[config.mk]
export PLATFORM = sky130hd
export DESIGN_NAME = stereo_correlation_tracker_unit_flat
export DESIGN_NICKNAME = d
export VERILOG_FILES = /design/src/hdl/sct_pkg.sv /design/src/hdl/sct_if.sv /design/src/hdl/sct_mac.sv /design/src/hdl/sct_rootdiv.sv /design/src/hdl/stereo_correlation_tracker_unit.sv /design/src/flat_wrapper.sv
export VERILOG_INCLUDE_DIRS = /design/src /design/src/hdl
export SDC_FILE = /design/constraint.sdc
export NUM_CORES = 2
export LEC_CHECK = 0
export ABC_CLOCK_PERIOD_IN_PS = 11870
export BUFFER_PORTS_ARGS = -buffer_cell sky130_fd_sc_hd__buf_2
export CORE_AREA = 3 3 380 382
export DETAILED_ROUTE_END_ITERATION = 8
export DIE_AREA = 0 0 383 385
export GPL_TIMING_DRIVEN = 0
export PLACE_DENSITY = 0.84
export SKIP_CTS_REPAIR_TIMING = 1
export SLEW_MARGIN = 10
export SYNTH_ARGS = -nofsm -noshare
export SYNTH_HDL_FRONTEND = slang
export SYNTH_SLANG_ARGS = --single-unit
[constraint.sdc]
create_clock -name clock -period 11.87 [get_ports clock]
set_input_delay 1.187 -clock clock [delete_from_list [all_inputs] [get_ports clock]]
set_output_delay 1.187 -clock clock [all_outputs]
set_load 0.02 [all_outputs]
[src/hdl/stereo_correlation_tracker_unit_assert.svh]
// Assertion macros shared by the tracker RTL.
// Depends on a clock named clock and a reset named reset in the using module.
`ifndef STEREO_CORRELATION_TRACKER_UNIT_ASSERT_SVH
`define STEREO_CORRELATION_TRACKER_UNIT_ASSERT_SVH

// same-cycle implication
`define SCT_ASSERT_NOW(label, ante, cons) \
   label: assert property (@(posedge clock) disable iff (reset) (ante) |-> (cons)) \
      else $error("assertion failed");

// next-cycle implication
`define SCT_ASSERT_NEXT(label, ante, cons) \
   label: assert property (@(posedge clock) disable iff (reset) (ante) |=> (cons)) \
      else $error("assertion failed");

`endif

[src/hdl/sct_pkg.sv]
// Shared constants and types for the stereo correlation tracker.
// No dependencies.
package sct_pkg;

   localparam int SAMPLE_BITS    = 24;
   localparam int ALPHA_BITS     = 16;
   localparam int ACC_BITS       = 56;
   localparam int WORD_BITS      = 64;
   localparam int MUL_BITS       = 32;
   localparam int PROD_BITS      = 2 * ACC_BITS;
   localparam int PEAK_BITS      = SAMPLE_BITS + 1;
   localparam int OUT_PEAK_BITS  = 24;
   localparam int CORR_FRAC      = 15;
   localparam int CORR_BITS      = CORR_FRAC + 1;
   localparam int CFG_BITS       = 16;
   localparam int CSR_INDEX_BITS = 4;
   localparam int ROOT_STEPS     = ACC_BITS;
   localparam int STEP_CNT_BITS  = $clog2(ROOT_STEPS + 1);
   localparam int SUB_BITS       = ACC_BITS + 4;

   localparam logic [CSR_INDEX_BITS-1:0] REG_SMOOTHING = 0;
   localparam logic [CSR_INDEX_BITS-1:0] REG_FLOOR     = 1;

   localparam logic [CFG_BITS-1:0] SMOOTHING_RESET = 16'd65531;
   localparam logic [CFG_BITS-1:0] FLOOR_RESET     = 16'd70;

   localparam logic [1:0] SHIFT_NONE = 2'd0;
   localparam logic [1:0] SHIFT_ONE  = 2'd1;
   localparam logic [1:0] SHIFT_TWO  = 2'd2;

   typedef struct packed {
      logic       en;
      logic       add;
      logic [1:0] shift;
   } mac_cmd_type;

   typedef struct packed {
      logic go_root;
      logic go_div;
   } rd_cmd_type;

endpackage

[src/hdl/sct_if.sv]
// Channel interfaces for the tracker: sample requests, results, register writes.
// Depends on sct_pkg.
interface sct_req_if;
   logic                                  valid;
   logic                                  ready;
   logic signed [sct_pkg::SAMPLE_BITS-1:0] left_sample;
   logic signed [sct_pkg::SAMPLE_BITS-1:0] right_sample;
   logic                                  begin_block;
   modport source (output valid, left_sample, right_sample, begin_block, input ready);
   modport sink (input valid, left_sample, right_sample, begin_block, output ready);
endinterface

interface sct_rsp_if;
   logic                                 valid;
   logic                                 ready;
   logic signed [sct_pkg::CORR_BITS-1:0] correlation_value;
   logic                                 correlation_valid;
   logic [sct_pkg::OUT_PEAK_BITS-1:0]    peak_difference;
   modport source (output valid, correlation_value, correlation_valid, peak_difference,
                   input ready);
   modport sink (input valid, correlation_value, correlation_valid, peak_difference,
                 output ready);
endinterface

interface sct_csr_if;
   logic                               valid;
   logic                               ready;
   logic [sct_pkg::CSR_INDEX_BITS-1:0] index;
   logic [sct_pkg::CFG_BITS-1:0]       data;
   modport source (output valid, index, data, input ready);
   modport sink (input valid, index, data, output ready);
endinterface

[src/hdl/sct_mac.sv]
// Shared 32x32 multiplier with a wide shifting accumulator.
// Depends on sct_pkg.
module sct_mac (
   input  logic                           clock,
   input  sct_pkg::mac_cmd_type           cmd,
   input  logic [sct_pkg::MUL_BITS-1:0]   op_a,
   input  logic [sct_pkg::MUL_BITS-1:0]   op_b,
   output logic [sct_pkg::PROD_BITS-1:0]  acc
);
   logic [2*sct_pkg::MUL_BITS-1:0] product;
   logic [sct_pkg::PROD_BITS-1:0]  shifted;
   logic [sct_pkg::PROD_BITS-1:0]  acc_ff;
   logic [sct_pkg::PROD_BITS-1:0]  acc_in;

   assign product = op_a * op_b;

   always_comb begin
      unique case (cmd.shift)
         sct_pkg::SHIFT_NONE: shifted = sct_pkg::PROD_BITS'(product);
         sct_pkg::SHIFT_ONE:  shifted = sct_pkg::PROD_BITS'(product) << sct_pkg::MUL_BITS;
         sct_pkg::SHIFT_TWO:  shifted = sct_pkg::PROD_BITS'(product) << (2 * sct_pkg::MUL_BITS);
         default:             shifted = '0;
      endcase
      acc_in = cmd.add ? acc_ff + shifted : shifted;
   end

   always_ff @(posedge clock) begin
      if (cmd.en) begin
         acc_ff <= acc_in;
      end
   end

   assign acc = acc_ff;
endmodule

[src/hdl/sct_rootdiv.sv]
// Iterative integer square root and fraction divide on one compare-subtract unit.
// Depends on sct_pkg.
module sct_rootdiv (
   input  logic                           clock,
   input  logic                           reset,
   input  sct_pkg::rd_cmd_type            cmd,
   input  logic [sct_pkg::PROD_BITS-1:0]  radicand,
   input  logic [sct_pkg::ACC_BITS-1:0]   dividend,
   output logic [sct_pkg::ACC_BITS-1:0]   root,
   output logic [sct_pkg::CORR_FRAC-1:0]  quot,
   output logic                           busy
);
   localparam int SW = sct_pkg::SUB_BITS;
   localparam int AW = sct_pkg::ACC_BITS;
   localparam int NW = sct_pkg::PROD_BITS;

   logic [NW-1:0]                      n_ff, n_in;
   logic [SW-1:0]                      rem_ff, rem_in;
   logic [AW-1:0]                      root_ff, root_in;
   logic [sct_pkg::CORR_FRAC-1:0]      quot_ff, quot_in;
   logic [sct_pkg::STEP_CNT_BITS-1:0]  cnt_ff, cnt_in;
   logic                               busy_ff, busy_in;
   logic                               div_mode_ff, div_mode_in;
   logic [SW-1:0]                      sub_a, sub_b;
   logic [SW:0]                        diff;
   logic                               ge;

   // one shared subtractor; operands picked by mode
   always_comb begin
      if (div_mode_ff) begin
         sub_a = {rem_ff[SW-2:0], 1'b0};
         sub_b = SW'(root_ff);
      end else begin
         sub_a = {rem_ff[SW-3:0], n_ff[NW-1 -: 2]};
         sub_b = SW'({root_ff, 2'b01});
      end
      diff = {1'b0, sub_a} - {1'b0, sub_b};
      ge   = !diff[SW];
   end

   always_comb begin
      n_in        = n_ff;
      rem_in      = rem_ff;
      root_in     = root_ff;
      quot_in     = quot_ff;
      cnt_in      = cnt_ff;
      busy_in     = busy_ff;
      div_mode_in = div_mode_ff;
      priority if (cmd.go_root) begin
         n_in        = radicand;
         rem_in      = '0;
         root_in     = '0;
         cnt_in      = sct_pkg::STEP_CNT_BITS'(sct_pkg::ROOT_STEPS);
         busy_in     = 1'b1;
         div_mode_in = 1'b0;
      end else if (cmd.go_div) begin
         rem_in      = SW'(dividend);
         quot_in     = '0;
         cnt_in      = sct_pkg::STEP_CNT_BITS'(sct_pkg::CORR_FRAC);
         busy_in     = 1'b1;
         div_mode_in = 1'b1;
      end else if (busy_ff) begin
         rem_in = ge ? diff[SW-1:0] : sub_a;
         if (div_mode_ff) begin
            quot_in = {quot_ff[sct_pkg::CORR_FRAC-2:0], ge};
         end else begin
            root_in = {root_ff[AW-2:0], ge};
            n_in    = n_ff << 2;
         end
         cnt_in = cnt_ff - 1'b1;
         if (cnt_ff == sct_pkg::STEP_CNT_BITS'(1)) begin
            busy_in = 1'b0;
         end
      end
   end

   always_ff @(posedge clock) begin
      if (reset) begin
         busy_ff     <= 1'b0;
         cnt_ff      <= '0;
         div_mode_ff <= 1'b0;
      end else begin
         busy_ff     <= busy_in;
         cnt_ff      <= cnt_in;
         div_mode_ff <= div_mode_in;
      end
      n_ff    <= n_in;
      rem_ff  <= rem_in;
      root_ff <= root_in;
      quot_ff <= quot_in;
   end

   assign root = root_ff;
   assign quot = quot_ff;
   assign busy = busy_ff;
endmodule

[src/hdl/stereo_correlation_tracker_unit.sv]
// Top level of the stereo correlation tracker: sequencer, accumulators, output register.
// Depends on sct_pkg, sct_if, sct_mac, sct_rootdiv and the assertion header.
//
// One sample pair is taken at a time; req_channel.ready is high only while the
// sequencer is idle. After the input transfer the sequencer runs these steps in
// order: the multiply steps that update the three smoothed accumulators on the
// shared 32x32 multiplier, the four partial products that form the energy product,
// a launch step, 56 square root steps and a finish step on one compare-subtract
// unit, a check step and the load into the output register. Unless the correlation
// is clamped or unavailable, 15 divide steps and a finish step run before the load.
// Ready returns in the cycle after the load. The finished result sits in an
// output register, so the next pair is taken while it waits; a later result
// holds in the load cycle until that register is free.
`include "stereo_correlation_tracker_unit_assert.svh"

module stereo_correlation_tracker_unit (
   input logic       clock,
   input logic       reset,
   sct_req_if.sink   req_channel,
   sct_rsp_if.source rsp_channel,
   sct_csr_if.sink   csr_channel
);
   localparam int SB = sct_pkg::SAMPLE_BITS;
   localparam int AW = sct_pkg::ACC_BITS;
   localparam int WW = sct_pkg::WORD_BITS;
   localparam int MB = sct_pkg::MUL_BITS;

   localparam logic [2:0] ST_IDLE    = 3'd0;
   localparam logic [2:0] ST_MAC     = 3'd1;
   localparam logic [2:0] ST_PROD    = 3'd2;
   localparam logic [2:0] ST_ROOT_GO = 3'd3;
   localparam logic [2:0] ST_ROOT    = 3'd4;
   localparam logic [2:0] ST_CHECK   = 3'd5;
   localparam logic [2:0] ST_DIV     = 3'd6;
   localparam logic [2:0] ST_DONE    = 3'd7;

   logic [2:0]                       state_ff, state_in;
   logic [1:0]                       k_ff, k_in;
   logic [2:0]                       sub_ff, sub_in;
   logic [sct_pkg::CFG_BITS-1:0]     smooth_ff, floor_ff;
   logic signed [SB-1:0]             l_ff, r_ff;
   logic [AW-1:0]                    le_ff, re_ff, cross_ff;
   logic [AW-1:0]                    le_in, re_in, cross_in;
   logic [sct_pkg::PEAK_BITS-1:0]    peak_ff, peak_in;
   logic [WW-1:0]                    p_ff, p_in;
   logic                             avail_ff, clamp_ff;
   logic                             rsp_valid_ff, rsp_valid_in;
   logic signed [sct_pkg::CORR_BITS-1:0] rsp_value_ff;
   logic                             rsp_flag_ff;
   logic [sct_pkg::OUT_PEAK_BITS-1:0] rsp_peak_ff;

   sct_pkg::mac_cmd_type             mac_cmd;
   logic [MB-1:0]                    mac_a, mac_b;
   logic [sct_pkg::PROD_BITS-1:0]    mac_acc;
   sct_pkg::rd_cmd_type              rd_cmd;
   logic [AW-1:0]                    root;
   logic [sct_pkg::CORR_FRAC-1:0]    quot;
   logic                             rd_busy;

   logic                             req_xfer, load_out;
   logic [SB-1:0]                    l_mag, r_mag, x_mag, y_mag;
   logic                             neg_k;
   logic [WW-1:0]                    acc64;
   logic [WW-1:0]                    sum;
   logic signed [WW-1:0]             sum_s;
   logic [MB-1:0]                    alpha, blend;
   logic [AW-1:0]                    mag;
   logic                             cross_neg;
   logic                             avail_now, clamp_now;
   logic signed [SB:0]               diff;
   logic [SB:0]                      diff_abs;
   logic [sct_pkg::PEAK_BITS-1:0]    peak_base;
   logic [sct_pkg::CORR_BITS-1:0]    q_mag;
   logic signed [sct_pkg::CORR_BITS-1:0] value_out;

   sct_mac u_mac (
      .clock (clock),
      .cmd   (mac_cmd),
      .op_a  (mac_a),
      .op_b  (mac_b),
      .acc   (mac_acc)
   );

   sct_rootdiv u_rootdiv (
      .clock    (clock),
      .reset    (reset),
      .cmd      (rd_cmd),
      .radicand (mac_acc),
      .dividend (mag),
      .root     (root),
      .quot     (quot),
      .busy     (rd_busy)
   );

   assign req_channel.ready = (state_ff == ST_IDLE);
   assign req_xfer          = req_channel.valid && req_channel.ready;
   assign csr_channel.ready = 1'b1;

   assign alpha = MB'(smooth_ff[sct_pkg::ALPHA_BITS-1:0]);
   assign blend = MB'((sct_pkg::ALPHA_BITS+1)'(1) << sct_pkg::ALPHA_BITS)
                  - MB'(smooth_ff[sct_pkg::ALPHA_BITS-1:0]);

   assign l_mag = l_ff[SB-1] ? SB'(-l_ff) : SB'(l_ff);
   assign r_mag = r_ff[SB-1] ? SB'(-r_ff) : SB'(r_ff);

   assign cross_neg = cross_ff[AW-1];
   assign mag       = cross_neg ? AW'(-cross_ff) : cross_ff;
   assign avail_now = root > AW'(floor_ff);
   assign clamp_now = mag >= root;

   assign sum   = mac_acc[WW-1:0];
   assign sum_s = mac_acc[WW-1:0];

   // peak update at the input transfer
   always_comb begin
      diff      = (SB+1)'(req_channel.left_sample) - (SB+1)'(req_channel.right_sample);
      diff_abs  = diff[SB] ? (SB+1)'(-diff) : (SB+1)'(diff);
      peak_base = req_channel.begin_block ? '0 : peak_ff;
      peak_in   = peak_ff;
      if (req_xfer) begin
         peak_in = (sct_pkg::PEAK_BITS'(diff_abs) > peak_base) ?
                   sct_pkg::PEAK_BITS'(diff_abs) : peak_base;
      end
   end

   // operand selection for the shared multiplier
   always_comb begin
      unique case (k_ff)
         2'd0: begin
            x_mag = l_mag;
            y_mag = l_mag;
            neg_k = 1'b0;
            acc64 = WW'(le_ff);
         end
         2'd1: begin
            x_mag = r_mag;
            y_mag = r_mag;
            neg_k = 1'b0;
            acc64 = WW'(re_ff);
         end
         default: begin
            x_mag = l_mag;
            y_mag = r_mag;
            neg_k = l_ff[SB-1] ^ r_ff[SB-1];
            acc64 = {{(WW-AW){cross_ff[AW-1]}}, cross_ff};
         end
      endcase

      mac_cmd = '0;
      mac_a   = '0;
      mac_b   = '0;
      if (state_ff == ST_MAC) begin
         unique case (sub_ff)
            3'd0: begin
               mac_cmd = '{en: 1'b1, add: 1'b0, shift: sct_pkg::SHIFT_NONE};
               mac_a   = MB'(x_mag);
               mac_b   = MB'(y_mag);
            end
            3'd1: begin
               mac_cmd = '{en: 1'b1, add: 1'b0, shift: sct_pkg::SHIFT_NONE};
               mac_a   = alpha;
               mac_b   = acc64[MB-1:0];
            end
            3'd2: begin
               mac_cmd = '{en: 1'b1, add: 1'b1, shift: sct_pkg::SHIFT_ONE};
               mac_a   = alpha;
               mac_b   = acc64[WW-1:MB];
            end
            3'd3: begin
               mac_cmd = '{en: 1'b1, add: 1'b1, shift: sct_pkg::SHIFT_NONE};
               mac_a   = blend;
               mac_b   = p_ff[MB-1:0];
            end
            3'd4: begin
               mac_cmd = '{en: 1'b1, add: 1'b1, shift: sct_pkg::SHIFT_ONE};
               mac_a   = blend;
               mac_b   = p_ff[WW-1:MB];
            end
            default: begin
               mac_cmd = '0;
            end
         endcase
      end else if (state_ff == ST_PROD) begin
         unique case (sub_ff[1:0])
            2'd0: begin
               mac_cmd = '{en: 1'b1, add: 1'b0, shift: sct_pkg::SHIFT_NONE};
               mac_a   = le_ff[MB-1:0];
               mac_b   = re_ff[MB-1:0];
            end
            2'd1: begin
               mac_cmd = '{en: 1'b1, add: 1'b1, shift: sct_pkg::SHIFT_ONE};
               mac_a   = le_ff[MB-1:0];
               mac_b   = MB'(re_ff[AW-1:MB]);
            end
            2'd2: begin
               mac_cmd = '{en: 1'b1, add: 1'b1, shift: sct_pkg::SHIFT_ONE};
               mac_a   = MB'(le_ff[AW-1:MB]);
               mac_b   = re_ff[MB-1:0];
            end
            default: begin
               mac_cmd = '{en: 1'b1, add: 1'b1, shift: sct_pkg::SHIFT_TWO};
               mac_a   = MB'(le_ff[AW-1:MB]);
               mac_b   = MB'(re_ff[AW-1:MB]);
            end
         endcase
      end
   end

   // sequencer
   always_comb begin
      state_in = state_ff;
      k_in     = k_ff;
      sub_in   = sub_ff;
      rd_cmd   = '0;
      load_out = 1'b0;
      le_in    = le_ff;
      re_in    = re_ff;
      cross_in = cross_ff;
      p_in     = p_ff;
      unique case (state_ff)
         ST_IDLE: begin
            if (req_xfer) begin
               state_in = ST_MAC;
               k_in     = '0;
               sub_in   = '0;
            end
         end
         ST_MAC: begin
            if (sub_ff == 3'd1) begin
               // latch the signed sample product before the accumulator is reused
               p_in = neg_k ? WW'(-sum) : sum;
            end
            if (sub_ff == 3'd5) begin
               unique case (k_ff)
                  2'd0:    le_in    = AW'(sum >> sct_pkg::ALPHA_BITS);
                  2'd1:    re_in    = AW'(sum >> sct_pkg::ALPHA_BITS);
                  default: cross_in = AW'(sum_s >>> sct_pkg::ALPHA_BITS);
               endcase
               sub_in = '0;
               if (k_ff == 2'd2) begin
                  state_in = ST_PROD;
               end else begin
                  k_in = k_ff + 1'b1;
               end
            end else begin
               sub_in = sub_ff + 1'b1;
            end
         end
         ST_PROD: begin
            sub_in = sub_ff + 1'b1;
            if (sub_ff == 3'd3) begin
               state_in = ST_ROOT_GO;
            end
         end
         ST_ROOT_GO: begin
            rd_cmd.go_root = 1'b1;
            state_in       = ST_ROOT;
         end
         ST_ROOT: begin
            if (!rd_busy) begin
               state_in = ST_CHECK;
            end
         end
         ST_CHECK: begin
            if (avail_now && !clamp_now) begin
               rd_cmd.go_div = 1'b1;
               state_in      = ST_DIV;
            end else begin
               state_in = ST_DONE;
            end
         end
         ST_DIV: begin
            if (!rd_busy) begin
               state_in = ST_DONE;
            end
         end
         default: begin
            // hold the result until the output register is free
            if (!rsp_valid_ff || rsp_channel.ready) begin
               load_out = 1'b1;
               state_in = ST_IDLE;
            end
         end
      endcase
   end

   always_comb begin
      if (clamp_ff) begin
         q_mag = cross_neg ? sct_pkg::CORR_BITS'(1) << sct_pkg::CORR_FRAC
                           : (sct_pkg::CORR_BITS'(1) << sct_pkg::CORR_FRAC) - 1'b1;
      end else begin
         q_mag = sct_pkg::CORR_BITS'(quot);
      end
      value_out = avail_ff ? (cross_neg ? -$signed(q_mag) : $signed(q_mag)) : '0;
      rsp_valid_in = load_out ? 1'b1 : (rsp_channel.ready ? 1'b0 : rsp_valid_ff);
   end

   always_ff @(posedge clock) begin
      if (reset) begin
         state_ff     <= ST_IDLE;
         k_ff         <= '0;
         sub_ff       <= '0;
         smooth_ff    <= sct_pkg::SMOOTHING_RESET;
         floor_ff     <= sct_pkg::FLOOR_RESET;
         le_ff        <= '0;
         re_ff        <= '0;
         cross_ff     <= '0;
         peak_ff      <= '0;
         rsp_valid_ff <= 1'b0;
      end else begin
         state_ff     <= state_in;
         k_ff         <= k_in;
         sub_ff       <= sub_in;
         le_ff        <= le_in;
         re_ff        <= re_in;
         cross_ff     <= cross_in;
         peak_ff      <= peak_in;
         rsp_valid_ff <= rsp_valid_in;
         if (csr_channel.valid && csr_channel.ready) begin
            if (csr_channel.index == sct_pkg::REG_SMOOTHING) begin
               smooth_ff <= csr_channel.data;
            end else if (csr_channel.index == sct_pkg::REG_FLOOR) begin
               floor_ff <= csr_channel.data;
            end
         end
      end
      p_ff <= p_in;
      if (req_xfer) begin
         l_ff <= req_channel.left_sample;
         r_ff <= req_channel.right_sample;
      end
      if (state_ff == ST_CHECK) begin
         avail_ff <= avail_now;
         clamp_ff <= clamp_now;
      end
      if (load_out) begin
         rsp_value_ff <= value_out;
         rsp_flag_ff  <= avail_ff;
         rsp_peak_ff  <= (peak_ff > sct_pkg::PEAK_BITS'({sct_pkg::OUT_PEAK_BITS{1'b1}})) ?
                         {sct_pkg::OUT_PEAK_BITS{1'b1}} :
                         peak_ff[sct_pkg::OUT_PEAK_BITS-1:0];
      end
   end

   assign rsp_channel.valid             = rsp_valid_ff;
   assign rsp_channel.correlation_value = rsp_value_ff;
   assign rsp_channel.correlation_valid = rsp_flag_ff;
   assign rsp_channel.peak_difference   = rsp_peak_ff;

   `SCT_ASSERT_NEXT(a_transfer_starts_mac, req_xfer, state_ff == ST_MAC)
   `SCT_ASSERT_NOW(a_div_only_when_needed, rd_cmd.go_div, avail_now && (mag < root))
   `SCT_ASSERT_NOW(a_no_cmd_while_busy, rd_cmd.go_root || rd_cmd.go_div, !rd_busy)
   `SCT_ASSERT_NOW(a_zero_when_unavailable, rsp_valid_ff && !rsp_flag_ff, rsp_value_ff == '0)

endmodule

[src/flat_wrapper.sv]
// flat-port wrapper written by rule: the top's interface ports become plain ports
module stereo_correlation_tracker_unit_flat 
  (clock, reset, req_channel_valid, req_channel_left_sample, req_channel_right_sample, req_channel_begin_block, req_channel_ready, rsp_channel_valid, rsp_channel_correlation_value, rsp_channel_correlation_valid, rsp_channel_peak_difference, rsp_channel_ready, csr_channel_valid, csr_channel_index, csr_channel_data, csr_channel_ready);
  sct_req_if req_channel_i ();
  sct_rsp_if rsp_channel_i ();
  sct_csr_if csr_channel_i ();
  input logic clock;
  input logic reset;
  input wire logic [$bits(req_channel_i.valid)-1:0] req_channel_valid;
  input wire logic [$bits(req_channel_i.left_sample)-1:0] req_channel_left_sample;
  input wire logic [$bits(req_channel_i.right_sample)-1:0] req_channel_right_sample;
  input wire logic [$bits(req_channel_i.begin_block)-1:0] req_channel_begin_block;
  output wire logic [$bits(req_channel_i.ready)-1:0] req_channel_ready;
  output wire logic [$bits(rsp_channel_i.valid)-1:0] rsp_channel_valid;
  output wire logic [$bits(rsp_channel_i.correlation_value)-1:0] rsp_channel_correlation_value;
  output wire logic [$bits(rsp_channel_i.correlation_valid)-1:0] rsp_channel_correlation_valid;
  output wire logic [$bits(rsp_channel_i.peak_difference)-1:0] rsp_channel_peak_difference;
  input wire logic [$bits(rsp_channel_i.ready)-1:0] rsp_channel_ready;
  input wire logic [$bits(csr_channel_i.valid)-1:0] csr_channel_valid;
  input wire logic [$bits(csr_channel_i.index)-1:0] csr_channel_index;
  input wire logic [$bits(csr_channel_i.data)-1:0] csr_channel_data;
  output wire logic [$bits(csr_channel_i.ready)-1:0] csr_channel_ready;
  assign req_channel_i.valid = req_channel_valid;
  assign req_channel_i.left_sample = req_channel_left_sample;
  assign req_channel_i.right_sample = req_channel_right_sample;
  assign req_channel_i.begin_block = req_channel_begin_block;
  assign req_channel_ready = req_channel_i.ready;
  assign rsp_channel_valid = rsp_channel_i.valid;
  assign rsp_channel_correlation_value = rsp_channel_i.correlation_value;
  assign rsp_channel_correlation_valid = rsp_channel_i.correlation_valid;
  assign rsp_channel_peak_difference = rsp_channel_i.peak_difference;
  assign rsp_channel_i.ready = rsp_channel_ready;
  assign csr_channel_i.valid = csr_channel_valid;
  assign csr_channel_i.index = csr_channel_index;
  assign csr_channel_i.data = csr_channel_data;
  assign csr_channel_ready = csr_channel_i.ready;
  stereo_correlation_tracker_unit u_core (.clock(clock), .reset(reset), .req_channel(req_channel_i), .rsp_channel(rsp_channel_i), .csr_channel(csr_channel_i));
endmodule
==> results.toml <==
[layout]
fin_nets = 12100
drive_gt1_share_pct = 14.2
instances_no_fill = 12500
area_delta_synth_final_pct = 15.1
n_fill_cell = 11200
final_common_cell = "nand2_1"
final_cell_mix = "1512 x nand2_1, 1217 x inv_1, 991 x nor2_1, 857 x fa_1, 589 x a21oi_1"

[setup_path]
worst-path-max-fanout = 10
critPathLaunchType = "register"
endpoint_kind = "register"
critPathRequiredTime_ps = 12360
crit_slowest_cell = "a222oi_1"
crit_arrival_ps = 14840
worstSetupPathType = "reg -> reg"
critical-path-max-stage-delay_ps = 820

[global_routing]
grt_pass1_wl_um = 537000
grt_max_degree = 54
overflow = 0
antenna_found_initial = 38
grt_pass1_vias = 79200
grtUsageTotal_pct = 50.2

[detailed_routing]
wire_per_inst_um = 30.5
totalWireLength_um = 381000
vias_per_cell = 6.65
drc = 19
vias = 83200
drt_iter0_markers = 11400
ant_nets = 0
dr.pass1.iters = 9

[synthesis]
synth_seq_cells = 727
synth_warnings = 0
synth_seq_area_share_pct = 21.8
synth_compound_area_share_pct = 15.7
synth_top_family_by_area = "adder cells"
syn_avg_cell_area_um2 = 8.38
synth_xor_xnor_area_share_pct = 4.19
synth_cell_types = 115
postSynthCellCount = 10100
synthMuxAreaShare_pct = 3.11
synth-adder-area-share_pct = 29.6
synth_edf_count = 394
yosys.area_share.simple_pct = 17.1
synth-main-ff-cell = "edfxtp_1"
async_reset_ff_share_pct = 0
syn_area_um2 = 84800

[sta]
holdWs_ps = 461
fin_skew_ps = 68.0
period_needed_ps = 14360
slew_viol_final = 0
hold_violations = 0
period_share_pct = 121
worst_pin_slew_ps = 1460
setup_viol = 91
fmax_mhz = 69.7
setup_ws_ps = -2490
rsz0062_at_grt = "true"
relSlewSlack_pct = 2.39

[power_and_ir_drop]
peakVddDrop_mv = 0.208
p_sw_mw = 10.9
internal_power_mw = 9.53
comb_power_share_pct = 66.2
swShare_pct = 53.2
clockPowerShare_pct = 14.0
seq_power_share_pct = 19.8
p_leak_nw = 42.4
powerDensity_nw_per_um2 = 209

[placement]
place.gp.congestion = 1.13
hpwl_um = 296000
port_buffers = 115
place_inst = 12100

[floorplanning]
die_h_um = 385
initial_core_util_pct = 60.0
top_level_ports = 118
die_area_um2 = 147000
rows = 138
fp.coreArea_um2 = 141000
die_w_um = 383

[clock_network]
cts_made_buffers = 84
htreeDepth = 3
clk_latency_ps = 740
cts_tree = "yes"
root_buffer = "clkbuf_16"
clkTransAtPathRegs_ps = 60
clock_sinks = 727
cts.path.max_buffers = 3

[run_status]
violations = "DRC, setup timing"
outcome = "finished, violations left"

[worst_hold_path]
hold_path.class = "reg -> reg"

[flow_run]
drv_cap = 0
[layer usage]
metal | global-route usage, % | wire (µm)
met3 | 18.3 | 54000
met2 | 72.6 | 157000
met4 | 41.0 | 42000
met5 | 0 | 489
met1 | 59.8 | 128000
[cell usage after synthesis, types with 40 or more instances]
cell	n	area (µm²)
nand4_1	123	769
nand3_1	77	385
o21bai_1	62	465
mux2_2	82	923
inv_1	1249	4690
nor2b_1	58	363
or2_2	56	350
a21oi_1	662	3310
a211oi_1	54	405
nand2b_1	144	901
o21ai_0	353	1770
o22ai_1	56	350
a31oi_1	49	307
nand2_1	1525	5720
mux2i_1	171	1710
o31ai_1	71	533
a22oi_1	60	450
buf_1	54	203
a22o_1	40	350
xor2_1	154	1350
buf_2	48	240
nor4_1	44	275
nor2_1	1027	3850
dfxtp_1	333	6670
edfxtp_1	394	11800
ha_1	570	7130
a21o_1	210	1580
and2_1	40	250
o211ai_1	68	510
nor3_1	84	420
xnor2_1	252	2210
clkbuf_1	518	1940
o21a_1	46	345
fa_1	899	18000
[per-stage QoR]
step / power (mW) / worst slack, ps / TNS [ps] / area, µm² / util (%)
final: 20.4 / -2490 / -139380 / 97600 / 69.0
after global routing: 20.9 / -2550 / -149760 / 97600 / 69.0
after CTS: 18.0 / -5440 / -415900 / 91700 / 64.8
after detailed placement: 15.1 / -5390 / -411430 / 88600 / 62.7
after global placement: 14.9 / -5680 / -432600 / 88200 / 62.4
after floorplan: 10.8 / -214 / -645 / 85300 / -
[power groups by stage]
stage | clock network [mW] | registers, mW | logic [mW]
6_report | 2.86 | 4.03 | 13.5
5_1_grt | 2.94 | 4.03 | 13.9
4_1_cts | 2.83 | 3.94 | 11.2
3_5_place_dp | 0 | 3.99 | 11.1
3_3_place_gp | 0 | 4.06 | 10.9
2_1_floorplan | 0 | 3.72 | 7.07
[final cells by class]
| cell class | count | area, µm² | area share (%) |
|---|---|---|---|
| diodes | 36 | 90.1 | 0.0923 |
| plain buffers | 581 | 3080 | 3.16 |
| clock buffers | 115 | 2490 | 2.55 |
| clock inverters | 41 | 527 | 0.539 |
| inverters | 1252 | 4700 | 4.82 |
| multi-input cells | 7519 | 63000 | 64.5 |
| flip-flops and latches | 727 | 18500 | 18.9 |
| well taps | 1890 | 2360 | 2.42 |
| repair buffers | 359 | 2910 | 2.98 |
[critical path: cells and delay by family (launching register included)]
kind	cells	cell delay, ps
muxes	2	410
DFF	1	350
AOI/OAI and AO/OA	16	4130
xor gates and xnor gates	2	450
buffers and inverters	14	1780
adders and majority gates	11	5170
and+or+nand+nor	9	1790
[registers in the layout, summed over array words and instances, names as in the netlist, 15 cells and up]
name                                  cells
u_core.u_rootdiv.root                    56
u_core.rsp_channel.peak_difference       24
u_core.u_rootdiv.rem_ff                  59
u_core.rsp_channel.correlation_value     16
u_core.l_ff                              24
u_core.smooth_ff                         16
u_core.peak_ff                           25
u_core.u_rootdiv.quot                    15
u_core.re_ff                             48
u_core.le_ff                             48
u_core.p_ff                              64
u_core.floor_ff                          16
u_core.cross_ff                          48
u_core.r_ff                              24
u_core.u_rootdiv.n_ff                   112
u_core.u_mac.acc                        112
[worst paths after layout]
check,from,end,slack [ps],cells after the start
setup / recovery,u_core.k_ff[1]$_SDFFE_PP0P_,u_core.u_mac.acc[95]$_DFFE_PP_,-2490,54
hold reg to reg,u_core.floor_ff[8]$_SDFFE_PP0P_,u_core.floor_ff[8]$_SDFFE_PP0P_,460,2
hold / removal,u_core.floor_ff[8]$_SDFFE_PP0P_,u_core.floor_ff[8]$_SDFFE_PP0P_,460,2
setup reg to reg,u_core.k_ff[1]$_SDFFE_PP0P_,u_core.u_mac.acc[95]$_DFFE_PP_,-2490,54
[kinds of logic (layout without fill, tap and decap cells)]
logic type               after synthesis  in the layout
AO/OA/AOI/OAI                       2056           2056
buffers and inverters               1880           2348
other                                  2             45
adder cells (fa/ha/maj)             1469           1469
XOR/XNOR                             406            406
multiplexers                         253            253
flip-flops                           727            727
AND/OR/NAND/NOR                     3326           3326
Power figures use the tool's default switching activity.
